File: src/hdl/rkx_pkg.sv
// Shared types and constants for the Rabbit keystream XOR block.
// No dependencies.
`timescale 1ns / 1ps
`default_nettype none
package rkx_pkg;

    localparam int unsigned WordW  = 32;
    localparam int unsigned KeyW   = 64;
    localparam int unsigned IvW    = 64;
    localparam int unsigned ByteW  = 8;
    localparam int unsigned CmdW   = 2;
    localparam int unsigned StepW  = 4;
    localparam int unsigned LastStep = 9;

    localparam logic [CmdW-1:0] CMD_KEY  = 2'd0;
    localparam logic [CmdW-1:0] CMD_IV   = 2'd1;
    localparam logic [CmdW-1:0] CMD_BYTE = 2'd2;

    localparam logic REG_KEY_LOW  = 1'b0;
    localparam logic REG_KEY_HIGH = 1'b1;

    typedef logic [WordW-1:0] word_t;

    typedef struct packed {
        logic             capture;
        logic             load_key;
        logic             load_iv;
        logic             rnd_en;
        logic [StepW-1:0] step;
        logic             mix;
        logic             emit;
    } rkx_cmd_t;

    typedef struct packed {
        logic pos_zero;
        logic out_free;
    } rkx_status_t;

    function automatic word_t rc_a(input logic [2:0] idx);
        word_t r;
        case (idx)
            3'd0, 3'd3, 3'd6: r = 32'h4D34D34D;
            3'd1, 3'd4, 3'd7: r = 32'hD34D34D3;
            default:          r = 32'h34D34D34;
        endcase
        return r;
    endfunction

endpackage
`default_nettype wire

File: src/hdl/rkx_ctrl.sv
// Controller: sequences setup, rounds, mixing and byte output.
// Depends on rkx_pkg.
`timescale 1ns / 1ps
`default_nettype none
module rkx_ctrl (
    input  wire logic                        aclk,
    input  wire logic                        aresetn,
    input  wire logic                        in_valid,
    output logic                             in_ready,
    input  wire logic [rkx_pkg::CmdW-1:0]    in_cmd,
    input  wire logic                        in_fresh,
    input  wire rkx_pkg::rkx_status_t        status,
    output rkx_pkg::rkx_cmd_t                cmd
);
    import rkx_pkg::*;

    localparam logic [2:0] S_IDLE = 3'd0;
    localparam logic [2:0] S_KEY  = 3'd1;
    localparam logic [2:0] S_IV   = 3'd2;
    localparam logic [2:0] S_RND  = 3'd3;
    localparam logic [2:0] S_MIX  = 3'd4;
    localparam logic [2:0] S_OUT  = 3'd5;

    logic [2:0]       state_reg, state_next;
    logic [StepW-1:0] step_reg, step_next;
    logic [1:0]       rnd_reg, rnd_next;
    logic [CmdW-1:0]  op_reg, op_next;
    logic             acc;

    assign in_ready = (state_reg == S_IDLE);
    assign acc      = in_valid && in_ready;

    always_comb begin
        state_next = state_reg;
        step_next  = step_reg;
        rnd_next   = rnd_reg;
        op_next    = op_reg;
        cmd        = '0;
        cmd.step   = step_reg;
        cmd.capture = acc;
        unique case (state_reg)
            S_IDLE: begin
                if (acc) begin
                    op_next   = in_cmd;
                    step_next = '0;
                    case (in_cmd)
                        CMD_KEY: begin
                            state_next = S_KEY;
                            rnd_next   = 2'd3;
                        end
                        CMD_IV: begin
                            state_next = S_IV;
                            rnd_next   = 2'd3;
                        end
                        CMD_BYTE: begin
                            rnd_next   = 2'd0;
                            state_next = (in_fresh || status.pos_zero) ? S_RND : S_OUT;
                        end
                        default: state_next = S_IDLE;
                    endcase
                end
            end
            S_KEY: begin
                cmd.load_key = 1'b1;
                state_next   = S_RND;
            end
            S_IV: begin
                cmd.load_iv = 1'b1;
                state_next  = S_RND;
            end
            S_RND: begin
                cmd.rnd_en = 1'b1;
                if (step_reg == 4'(LastStep)) begin
                    step_next = '0;
                    if (rnd_reg == 2'd0) begin
                        case (op_reg)
                            CMD_KEY:  state_next = S_MIX;
                            CMD_BYTE: state_next = S_OUT;
                            default:  state_next = S_IDLE;
                        endcase
                    end else begin
                        rnd_next = rnd_reg - 2'd1;
                    end
                end else begin
                    step_next = step_reg + 4'd1;
                end
            end
            S_MIX: begin
                cmd.mix    = 1'b1;
                state_next = S_IDLE;
            end
            S_OUT: begin
                if (status.out_free) begin
                    cmd.emit   = 1'b1;
                    state_next = S_IDLE;
                end
            end
            default: state_next = S_IDLE;
        endcase
    end

    always_ff @(posedge aclk) begin
        if (!aresetn) begin
            state_reg <= S_IDLE;
            step_reg  <= '0;
            rnd_reg   <= '0;
            op_reg    <= CMD_KEY;
        end else begin
            state_reg <= state_next;
            step_reg  <= step_next;
            rnd_reg   <= rnd_next;
            op_reg    <= op_next;
        end
    end

endmodule
`default_nettype wire

File: config.mk
export PLATFORM = sky130hd
export DESIGN_NAME = rkx_ctrl
export DESIGN_NICKNAME = d
export VERILOG_FILES = /design/src/hdl/rkx_pkg.sv /design/src/hdl/rkx_ctrl.sv
export SDC_FILE = /design/constraint.sdc
export NUM_CORES = 1
export LEC_CHECK = 0
export ABC_AREA = 1
export BUFFER_PORTS_ARGS = -buffer_cell sky130_fd_sc_hd__buf_4
export CAP_MARGIN = 10
export CORE_MARGIN = 5
export CORE_UTILIZATION = 46
export CTS_CLUSTER_SIZE = 10
export DETAILED_ROUTE_END_ITERATION = 8
export MAX_ROUTING_LAYER = met4
export PLACE_DENSITY = 0.73
export SYNTH_ARGS = -nofsm -noshare
export SYNTH_HDL_FRONTEND = slang
export SYNTH_SLANG_ARGS = --single-unit
File: constraint.sdc
create_clock -name aclk -period 1.1 [get_ports aclk]
set_input_delay 0.22 -clock aclk [delete_from_list [all_inputs] [get_ports aclk]]
set_output_delay 0.22 -clock aclk [all_outputs]
set_load 0.02 [all_outputs]
==> results of run 1 <==
cells in the final DEF, fill, tap and decap left out, types with 4 or more instances in the layout:
cell type,count
buf_4,21
nand2_1,20
buf_6,20
inv_1,18
nor2_1,9
nand2_2,8
nand2_4,7
nor2_4,6
nand3_1,6
a21oi_2,6
dfxtp_4,5
inv_4,4
dfxtp_1,4
power by group through the flow:
stage	Combinational, uW	Sequential [uW]	Clock (uW)
final	1810	617	290
after CTS	1480	600	290
after global routing	1910	623	319
after detailed placement	1130	572	0
after floorplan	788	541	0
after global placement	1100	566	0
synthesized netlist by cell type (2+ instances only):
cell type | n | share of area [%]
xor2_1 | 2 | 2.2
o21ai_0 | 5 | 3.1
nand4_1 | 2 | 1.5
inv_1 | 22 | 10
ha_1 | 3 | 4.6
nand3_1 | 9 | 5.5
inv_2 | 3 | 1.4
nand2_2 | 6 | 4.6
nor2_4 | 4 | 5.5
nand3_2 | 2 | 2.5
a21oi_1 | 8 | 4.9
buf_6 | 2 | 2.8
nor2_1 | 13 | 6.0
dfxtp_1 | 11 | 27
nand2_1 | 29 | 13
final cells by class:
cell class              count  area [um^2]  area share [%]
inverters                  25        103.9           7.076
clock inverters             1        5.005          0.3410
repair buffers             44        437.9           29.84
multi-input cells          88        625.6           42.63
clock buffers               3        22.52           1.535
flip-flops and latches     11        241.5           16.45
well taps                  25        31.28           2.131
path summary, 6_finish.rpt:
path,start,cells past startpoint,slack (ns),endpoint
worst max register to register,state_reg[1],7,-0.22,state_reg[2]
worst max-delay path,state_reg[0],6,-0.30,cmd[9]
worst min-delay path,aresetn,3,0.22,op_reg[1]
worst min register to register,op_reg[1],2,0.46,op_reg[1]
what timing repair did:
action / CTS / global route
pin swaps: 14 / 12
setup endpoints to repair: 22 / 22
resized for setup: 47 / 31
buffers inserted: 11 / 6
cloned: 0 / 0
hold buffers: 0 / 0
metrics by stage:
step	area, um^2	TNS [ns]	util [%]	instances
6_report	1468	-3.980	85.93	197
5_1_grt	1468	-4.742	85.93	197
4_1_cts	1334	-2.482	78.10	193
3_5_place_dp	1077	-1.249	63.08	179
3_3_place_gp	1077	-0.7377	63.08	179
2_1_floorplan	829.5	-0.8912	-	127
worst max-delay path: cells and delay by family (launching register included):
kind	cells	cell delay, ns
AND/OR/NAND/NOR	3	0.26
buffers and inverters	3	0.26
flip-flops	1	0.39
routing by layer:
metal  wire length [um]  share of wire [%]  vias to the layer above  track usage [%]
li1                   -                  -                      490                -
met5                  0                  0                        -                -
met1               1324                 42                      481            24.35
met3                141                4.4                       16            4.011
met2               1567                 49                       39            39.96
met4                143                4.5                        0            9.607
logic make-up after synthesis:
logic type / Yosys count / synth area share, %
and+or+nand+nor: 67 / 40.46
buffers and inverters: 28 / 15.23
AOI/OAI and AO/OA: 16 / 10.46
DFF: 11 / 27.08
adders and majority gates: 3 / 4.616
xor gates and xnor gates: 2 / 2.154
==> flow_summary.ini, run 1 <==
[global_routing]
grtUsageTotal_pct = 22.50
antenna_found_initial = 0
grt_overflow = 0
grt_max_degree = 9
grt_pass1_vias = 983
grt_pass1_wl_um = 4388

[synth]
yosysWarnings = 0
netlist-cell-type-count = 21
async_flop_share_pct = 0
synth.avg_cell_area_um2 = 6.404
synth_edf_count = 0
yosys_register_bits = 11
ys.flop_type = dfxtp_1
syn_nets = 138
yosysSeqAreaShare_pct = 27.08
syn_area_um2 = 813.3
synthCells = 127

[finish]
fillCellCount = 76
syn2layout_area_growth_pct = 80.46
largest_register_ffs = 4
nNetsFinal = 184
drive_gt1_share_pct = 58.72
num_antenna_cells = 0

[setup_path]
cp_slowest_cell = dfxtp_4
end_kind = output pin
worstSetupPathType = reg -> out
critPathArrivalTime_ns = 1.18
max_stage_delay_ns = 0.39
required_ns = 0.88
critPathMaxFanout = 4
crit_path_start_kind = register
cp_cell_sequence = inv_4, nand2_4, nor2_4, nand2_2, inv_2, buf_6

[timing]
hold_viol_final = 0
tightest_slew_ns = 0.2933
clock.fmax_ghz = 0.7147
holdWs_ns = 0.2208
setup_viol = 18
max-slew-margin-rel_pct = 80.43
skew_ns = 0.003527
slew_violations = 0
finalWorstSetupSlack_ns = -0.2993
min_period_ns = 1.399
rsz0062_at_grt = true
post-route-period-util_pct = 127.2

[die]
die_x_um = 52.05
start_util_pct = 47.62
core_um2 = 1708
row_count = 15
die_area_um2 = 2709
io_pins = 19
die_y_um = 52.05

[power]
p_switching_uw = 1245
swShare_pct = 45.84
vdd_ir_drop_max_mv = 1.611
pwr-share-seq_pct = 22.7
power_uw = 2716
leakagePower_uw = 0.0007323
powerDensity_nw_per_um2 = 1850
intPower_uw = 1471
power.clock.fraction_pct = 10.7
pwr-share-comb_pct = 66.6

[route]
drtAntennaViolNets = 0
num_vias = 1026
firstDrtPassIters = 4
dr.first_iter.drc_count = 32
via_per_inst = 5.208
drc_errors = 0
wl_per_cell_um = 16.13
finalWirelength_um = 3177

[place]
gp_congestion = 0.8756
portBuffers = 18
post-dp-hpwl_um = 1638
pre_cts_slack_ns = -0.1197

[job]
cap_viol_max_count = 0

[clock_network]
htreeDepth = 1
clock_latency_ns = 0.27
root_buffer = clkbuf_4
cts_tree = done
cts_buffers = 3
cts_buffer_depth = 2
clkTransAtPathRegs_ns = 0.08
cts_sinks = 11

[min_path]
hold_class = in -> reg

[run_status]
failed_checks = setup timing
status = complete, but fails checks
Note: power is estimated with default switching activity, not from simulation.
==> run 2, diff against run 1 <==
--- a/config.mk
+++ b/config.mk
@@ -6,14 +6,14 @@
 export NUM_CORES = 1
 export LEC_CHECK = 0
 export ABC_AREA = 1
-export BUFFER_PORTS_ARGS = -buffer_cell sky130_fd_sc_hd__buf_4
 export CAP_MARGIN = 10
 export CORE_MARGIN = 5
-export CORE_UTILIZATION = 46
+export CORE_UTILIZATION = 60
 export CTS_CLUSTER_SIZE = 10
 export DETAILED_ROUTE_END_ITERATION = 8
+export DONT_BUFFER_PORTS = 1
 export MAX_ROUTING_LAYER = met4
-export PLACE_DENSITY = 0.73
+export PLACE_DENSITY = 0.76
 export SYNTH_ARGS = -nofsm -noshare
 export SYNTH_HDL_FRONTEND = slang
 export SYNTH_SLANG_ARGS = --single-unit
==> constraint.sdc (replaced) <==
create_clock -name aclk -period 1.6 [get_ports aclk]
set_input_delay 0.32 -clock aclk [delete_from_list [all_inputs] [get_ports aclk]]
set_output_delay 0.32 -clock aclk [all_outputs]
set_load 0.02 [all_outputs]
==> run 2 against run 1 <==
  * The run now ends clean
  * Clock skew fell by 0.0017 ns
  * Combinational power fell by 68%
  * First-iteration DRC count fell by 19%
  * Critical path type unchanged
==> flow_summary.ini, run 2 (synthesis gave the netlist of run 1 again) <==
[die]
die_y_um = 46.82
start_util_pct = 63.29
row_count = 13
io_pins = 19
die_x_um = 46.82
die_area_um2 = 2192
core_um2 = 1285

[global_routing]
met2_usage_pct = 30.08
grt_pass1_wl_um = 2960
grtUsageTotal_pct = 20.02
grt_overflow = 0
use_met1_pct = 23.79
use_met3_pct = 6.513
grt_max_degree = 9
grt_pass1_vias = 695
grt-busiest-layer = met2
antenna_found_initial = 0

[finish]
largest_register_ffs = 4
num_antenna_cells = 0
drive_gt1_share_pct = 21.48
syn2layout_area_growth_pct = 8.923
nNetsFinal = 147
mostFrequentLayoutCells = nand2_1 (29), inv_1 (22), nor2_1 (12), nand3_1 (9), dfxtp_1 (9)
final_common_cell = nand2_1
fin_area_um2 = 885.9

[job]
cap_viol_max_count = 0

[clock_network]
cts_buffer_depth = 2
clkTransAtPathRegs_ns = 0.07
root_buffer = clkbuf_4
cts_tree = done
cts_buffers = 3
htreeDepth = 1
clock_latency_ns = 0.27
cts_sinks = 11

[setup_path]
critPathArrivalTime_ns = 1.21
end_kind = output pin
worstSetupPathType = reg -> out
required_ns = 1.28
reg2reg_to = rnd_reg[1]
r2r_cells = 6
crit_start = state_reg[0]
r2r_setup_slack_ns = 0.32
crit_path_start_kind = register
worstSetupEndpoint = cmd[9]
r2r_start = state_reg[2]
critPathMaxFanout = 8

[timing]
slew_violations = 0
setup_tns_ns = 0
setup_viol = 0
min_period_ns = 1.533
skew_ns = 0.001814
hold_viol_final = 0
rsz0062_at_grt = false
max-slew-margin-rel_pct = 81.37
tightest_slew_ns = 0.2790
post-route-period-util_pct = 95.83
clock.fmax_ghz = 0.6522

[run_status]
status = finished clean

[place]
dpl_cell_area_um2 = 854.6
portBuffers = 0
gp_congestion = 0.9004
post-dp-hpwl_um = 1469

[route]
via_per_inst = 5.273
finalWirelength_um = 1727
wl_per_cell_um = 11.51
drtAntennaViolNets = 0
num_vias = 791
dr.first_iter.drc_count = 26
drc_errors = 0
firstDrtPassIters = 4

[power]
leakagePower_uw = 0.0004669
vdd_ir_drop_max_mv = 0.9004
powerDensity_nw_per_um2 = 1322

[min_path]
hold_class = in -> reg
run 2: changes by cell type in the layout (fill, tap and decap cells not counted), sizes merged:
| cell | delta |
|---|---|
| buf | -37 |
| clkbuf | +1 |
| clkinv | -1 |
run 2: final cells by class:
class	count	area (um^2)
tap	15	18.77
multi-input combinational	88	471.7
inverter	25	93.84
sequential	11	222.7
clock buffer	4	26.28
timing repair buffer	7	52.55
fill	127	399.1
run 2: routing by layer:
metal | part of all wire (%) | vias up
li1 | - | 412
met3 | 8.7 | 5
met1 | 43 | 347
met2 | 46 | 27
met5 | 0 | -
met4 | 2.2 | 0
run 2: what timing repair did:
| action | in CTS | in global routing |
|---|---|---|
| setup buffers | 0 | 0 |
| setup endpoints to repair | 3 | 1 |
| hold buffers | 0 | 0 |
| pin swaps | 0 | 0 |
| resized for setup | 2 | 1 |
run 2: report_power, final:
group / switching (uW) / internal (uW) / leakage, uW / total [uW]
Combinational: 377 / 197 / 0.000361 / 574
Clock: 91.6 / 96.8 / 0.0000150 / 188
Sequential: 72.1 / 336 / 0.0000907 / 408
Total: 540 / 630 / 0.000467 / 1170
run 2: worst min-delay path by stage:
stage / start / to / slack [ns] / cells after the start
after CTS: aresetn / rnd_reg[0] / 0.16 / 2
final: aresetn / rnd_reg[0] / 0.16 / 2
after global routing: aresetn / rnd_reg[0] / 0.15 / 2
after floorplan: op_reg[1] / op_reg[1] / 0.43 / 2
after detailed placement: aresetn / rnd_reg[0] / 0.45 / 2
after global placement: op_reg[1] / op_reg[1] / 0.44 / 2
run 2: per-stage QoR:
stage                     setup slack [ns]  instances  util [%]  hold slack (ns)  total power [uW]
final                              0.06667        150     68.94           0.1627              1171
after global routing              0.001226        150     68.94           0.1467              1286
after CTS                          0.03358        150     68.74           0.1584              1177
after detailed placement            0.2631        146     66.50           0.4480             984.1
after global placement              0.3154        146     66.50           0.4393             961.4
after floorplan                     0.2468        127         -           0.4297             897.2
run 2: critical path: stages, from the launching register on:
cell	delay, ns
dfxtp_2	0.38
inv_1	0.11
nand2_2	0.08
nor2_4	0.14
nand2_2	0.10
inv_2	0.13
==> run 3, diff against run 2 <==
==> config.mk (replaced) <==
export PLATFORM = sky130hd
export DESIGN_NAME = rkx_ctrl
export DESIGN_NICKNAME = d
export VERILOG_FILES = /design/src/hdl/rkx_pkg.sv /design/src/hdl/rkx_ctrl.sv
export SDC_FILE = /design/constraint.sdc
export NUM_CORES = 1
export LEC_CHECK = 0
export CAP_MARGIN = 0
export CORE_AREA = 5 5 42 44
export CTS_CLUSTER_SIZE = 10
export DETAILED_ROUTE_END_ITERATION = 8
export DIE_AREA = 0 0 47 49
export DONT_BUFFER_PORTS = 1
export MAX_ROUTING_LAYER = met4
export PLACE_DENSITY = 0.7
export SYNTH_ARGS = -nofsm -noshare
export SYNTH_HDL_FRONTEND = slang
export SYNTH_SLANG_ARGS = --single-unit
==> run 3 against run 2 <==
  * Cell area decreased by 5.6%
  * Largest power group is now registers
  * Wire length increased by 0.98%
  * Sequential cell count unchanged
  * Area after synthesis decreased by 11%
  * Non-clock buffer count increased by 3
  * Sequential power decreased by 12%
  * Clock power increased by 7%
  * Clock skew decreased by 0.0012 ns
  * Final cell count decreased by 21%
  * Via count decreased by 12%
  * Core utilization decreased by 9.3 points
  * Sequential share of layout area increased by 2.0 points
==> flow_summary.ini, run 3 <==
[run_status]
status = finished clean

[min_path]
hold_class = in -> reg

[setup_path]
crit_path_start_kind = register
cp_slowest_cell = dfxtp_2
critPathMaxFanout = 12
end_kind = output pin
worstSetupPathType = reg -> out
max_stage_delay_ns = 0.47
required_ns = 1.28
critPathArrivalTime_ns = 1.26
crit_buf_inv = 0
r2r_setup_slack_ns = 0.08
path_delay_family = simple AND/OR/NAND/NOR gates
cp_cell_sequence = nor2b_1, and3_1

[synth]
async_flop_share_pct = 0
yosys_register_bits = 11
syn_nets = 104
synth_edf_count = 0
yosys.area.top_type = dfxtp_1
synthCells = 93
netlist-cell-type-count = 39
synth.avg_cell_area_um2 = 7.817
yosysWarnings = 0
ys.flop_type = dfxtp_1
yosysSeqAreaShare_pct = 30.29
yosysMostFrequentCell = nand2_1
synthTopCellsByCount = nand2_1 (13), dfxtp_1 (11), nor2_1 (9)
netlist.area_leader.share_pct = 30.29
syn_area_um2 = 726.9
synth_top_cells_by_area = dfxtp_1 (30%), nand2_1 (6.7%), ha_1 (5.2%)

[clock_network]
cts_buffers = 3
cts_buffer_depth = 2
clkTransAtPathRegs_ns = 0.07
cts_tree = done
clock_latency_ns = 0.28
htreeDepth = 1
cts.hold.buffers_added = 0
root_buffer = clkbuf_4
cts_sinks = 11

[finish]
largest_register_ffs = 4
nNetsFinal = 114
post-route-util_pct = 59.64
fillCellCount = 135
syn2layout_area_growth_pct = 14.97
num_antenna_cells = 0
drive_gt1_share_pct = 20.59
mostFrequentLayoutCells = nand2_1 (13), buf_4 (10), nor2_1 (9), dfxtp_1 (8), inv_1 (6)
final_common_cell = nand2_1

[job]
cap_viol_max_count = 0

[power]
powerDensity_nw_per_um2 = 1025
leakagePower_uw = 0.0003621
vdd_ir_drop_max_mv = 0.5856

[place]
post-dp-hpwl_um = 1332
gp_congestion = 0.8674
pre_cts_slack_ns = 0.06364
portBuffers = 0

[timing]
skew_ns = 0.0005939
hold_viol_final = 0
min_period_ns = 1.580
max-slew-margin-rel_pct = 67.78
setup_viol = 0
finalWorstSetupSlack_ns = 0.01955
tightest_slew_ns = 0.4789
slew_violations = 0
rsz0062_at_grt = true
post-route-period-util_pct = 98.78
clock.fmax_ghz = 0.6327

[die]
die_area_um2 = 2303
core_um2 = 1401
start_util_pct = 51.87
die_x_um = 47
io_pins = 19
die_y_um = 49
row_count = 14

[global_routing]
grt_pass1_vias = 644
grt_pass1_wl_um = 2766
grt_max_degree = 13
grtUsageTotal_pct = 17.22
grt_overflow = 0
antenna_found_initial = 0

[route]
drc_errors = 0
finalWirelength_um = 1744
wl_per_cell_um = 14.78
drtAntennaViolNets = 0
firstDrtPassIters = 4
via_per_inst = 5.907
num_vias = 697
dr.first_iter.drc_count = 20
-- run 3: cell types whose count changed after synthesis, moves of 3 or more --
cell / delta
nand3_1: -7
nor2_4: -4
nor2_1: -4
nand2_1: -16
inv_1: -15
nand2_2: -6
nand2b_1: +3
a21oi_1: -3
-- run 3: through the flow --
stage          cell area (um^2)  TNS [ns]  instances  power (uW)  hold WS [ns]
2_1_floorplan             726.9         0         93       574.4        0.4223
3_3_place_gp              785.8         0        113       623.2        0.4365
3_5_place_dp              785.8         0        113       637.0        0.4454
4_1_cts                   822.0         0        117       846.8        0.1788
5_1_grt                   835.8  -0.09927        118       915.4        0.1764
6_report                  835.8         0        118       856.5        0.1849
-- run 3: layout make-up --
type	instances	area, um^2	area share [%]
clock buffers	4	26.28	3.144
flip-flops and latches	11	226.5	27.10
well taps	16	20.02	2.395
repair buffers	10	75.07	8.982
inverters	8	30.03	3.593
multi-input cells	69	457.9	54.79
-- run 3: timing repair --
action	CTS	global route
pin swaps	0	1
setup buffers	0	1
endpoints found under the setup margin	6	5
gates resized for setup	4	3
-- run 3: where the power goes --
part / switching, uW / internal [uW] / leakage [uW] / total (uW)
logic: 167 / 130 / 0.000256 / 297
clock network: 104 / 96.8 / 0.0000150 / 201
registers: 51.4 / 307 / 0.0000912 / 359
-- run 3: cells by family after synthesis --
family | after synthesis | synth area share [%]
multiplexers | 3 | 4.303
flip-flops | 11 | 30.29
AO/OA/AOI/OAI | 22 | 22.55
AND/OR/NAND/NOR | 40 | 28.40
adder cells (fa/ha/maj) | 3 | 5.164
buffers and inverters | 13 | 8.089
XOR/XNOR | 1 | 1.205
-- run 3: path summary, 6_finish.rpt --
path                start      endpoint  cells past startpoint
max          state_reg[0]        cmd[0]                      2
min               aresetn  state_reg[2]                      1
max reg2reg   step_reg[1]  state_reg[0]                      6
min reg2reg    rnd_reg[0]    rnd_reg[0]                      1
-- run 3: metal layers --
| metal | GRT usage, % | routed length [um] | vias to the layer above |
|---|---|---|---|
| met1 | 19.47 | 692 | 315 |
| met5 | - | 0 | - |
| met2 | 24.89 | 819 | 25 |
| met4 | 10.14 | 46 | 0 |
| li1 | - | - | 352 |
| met3 | 6.642 | 184 | 5 |
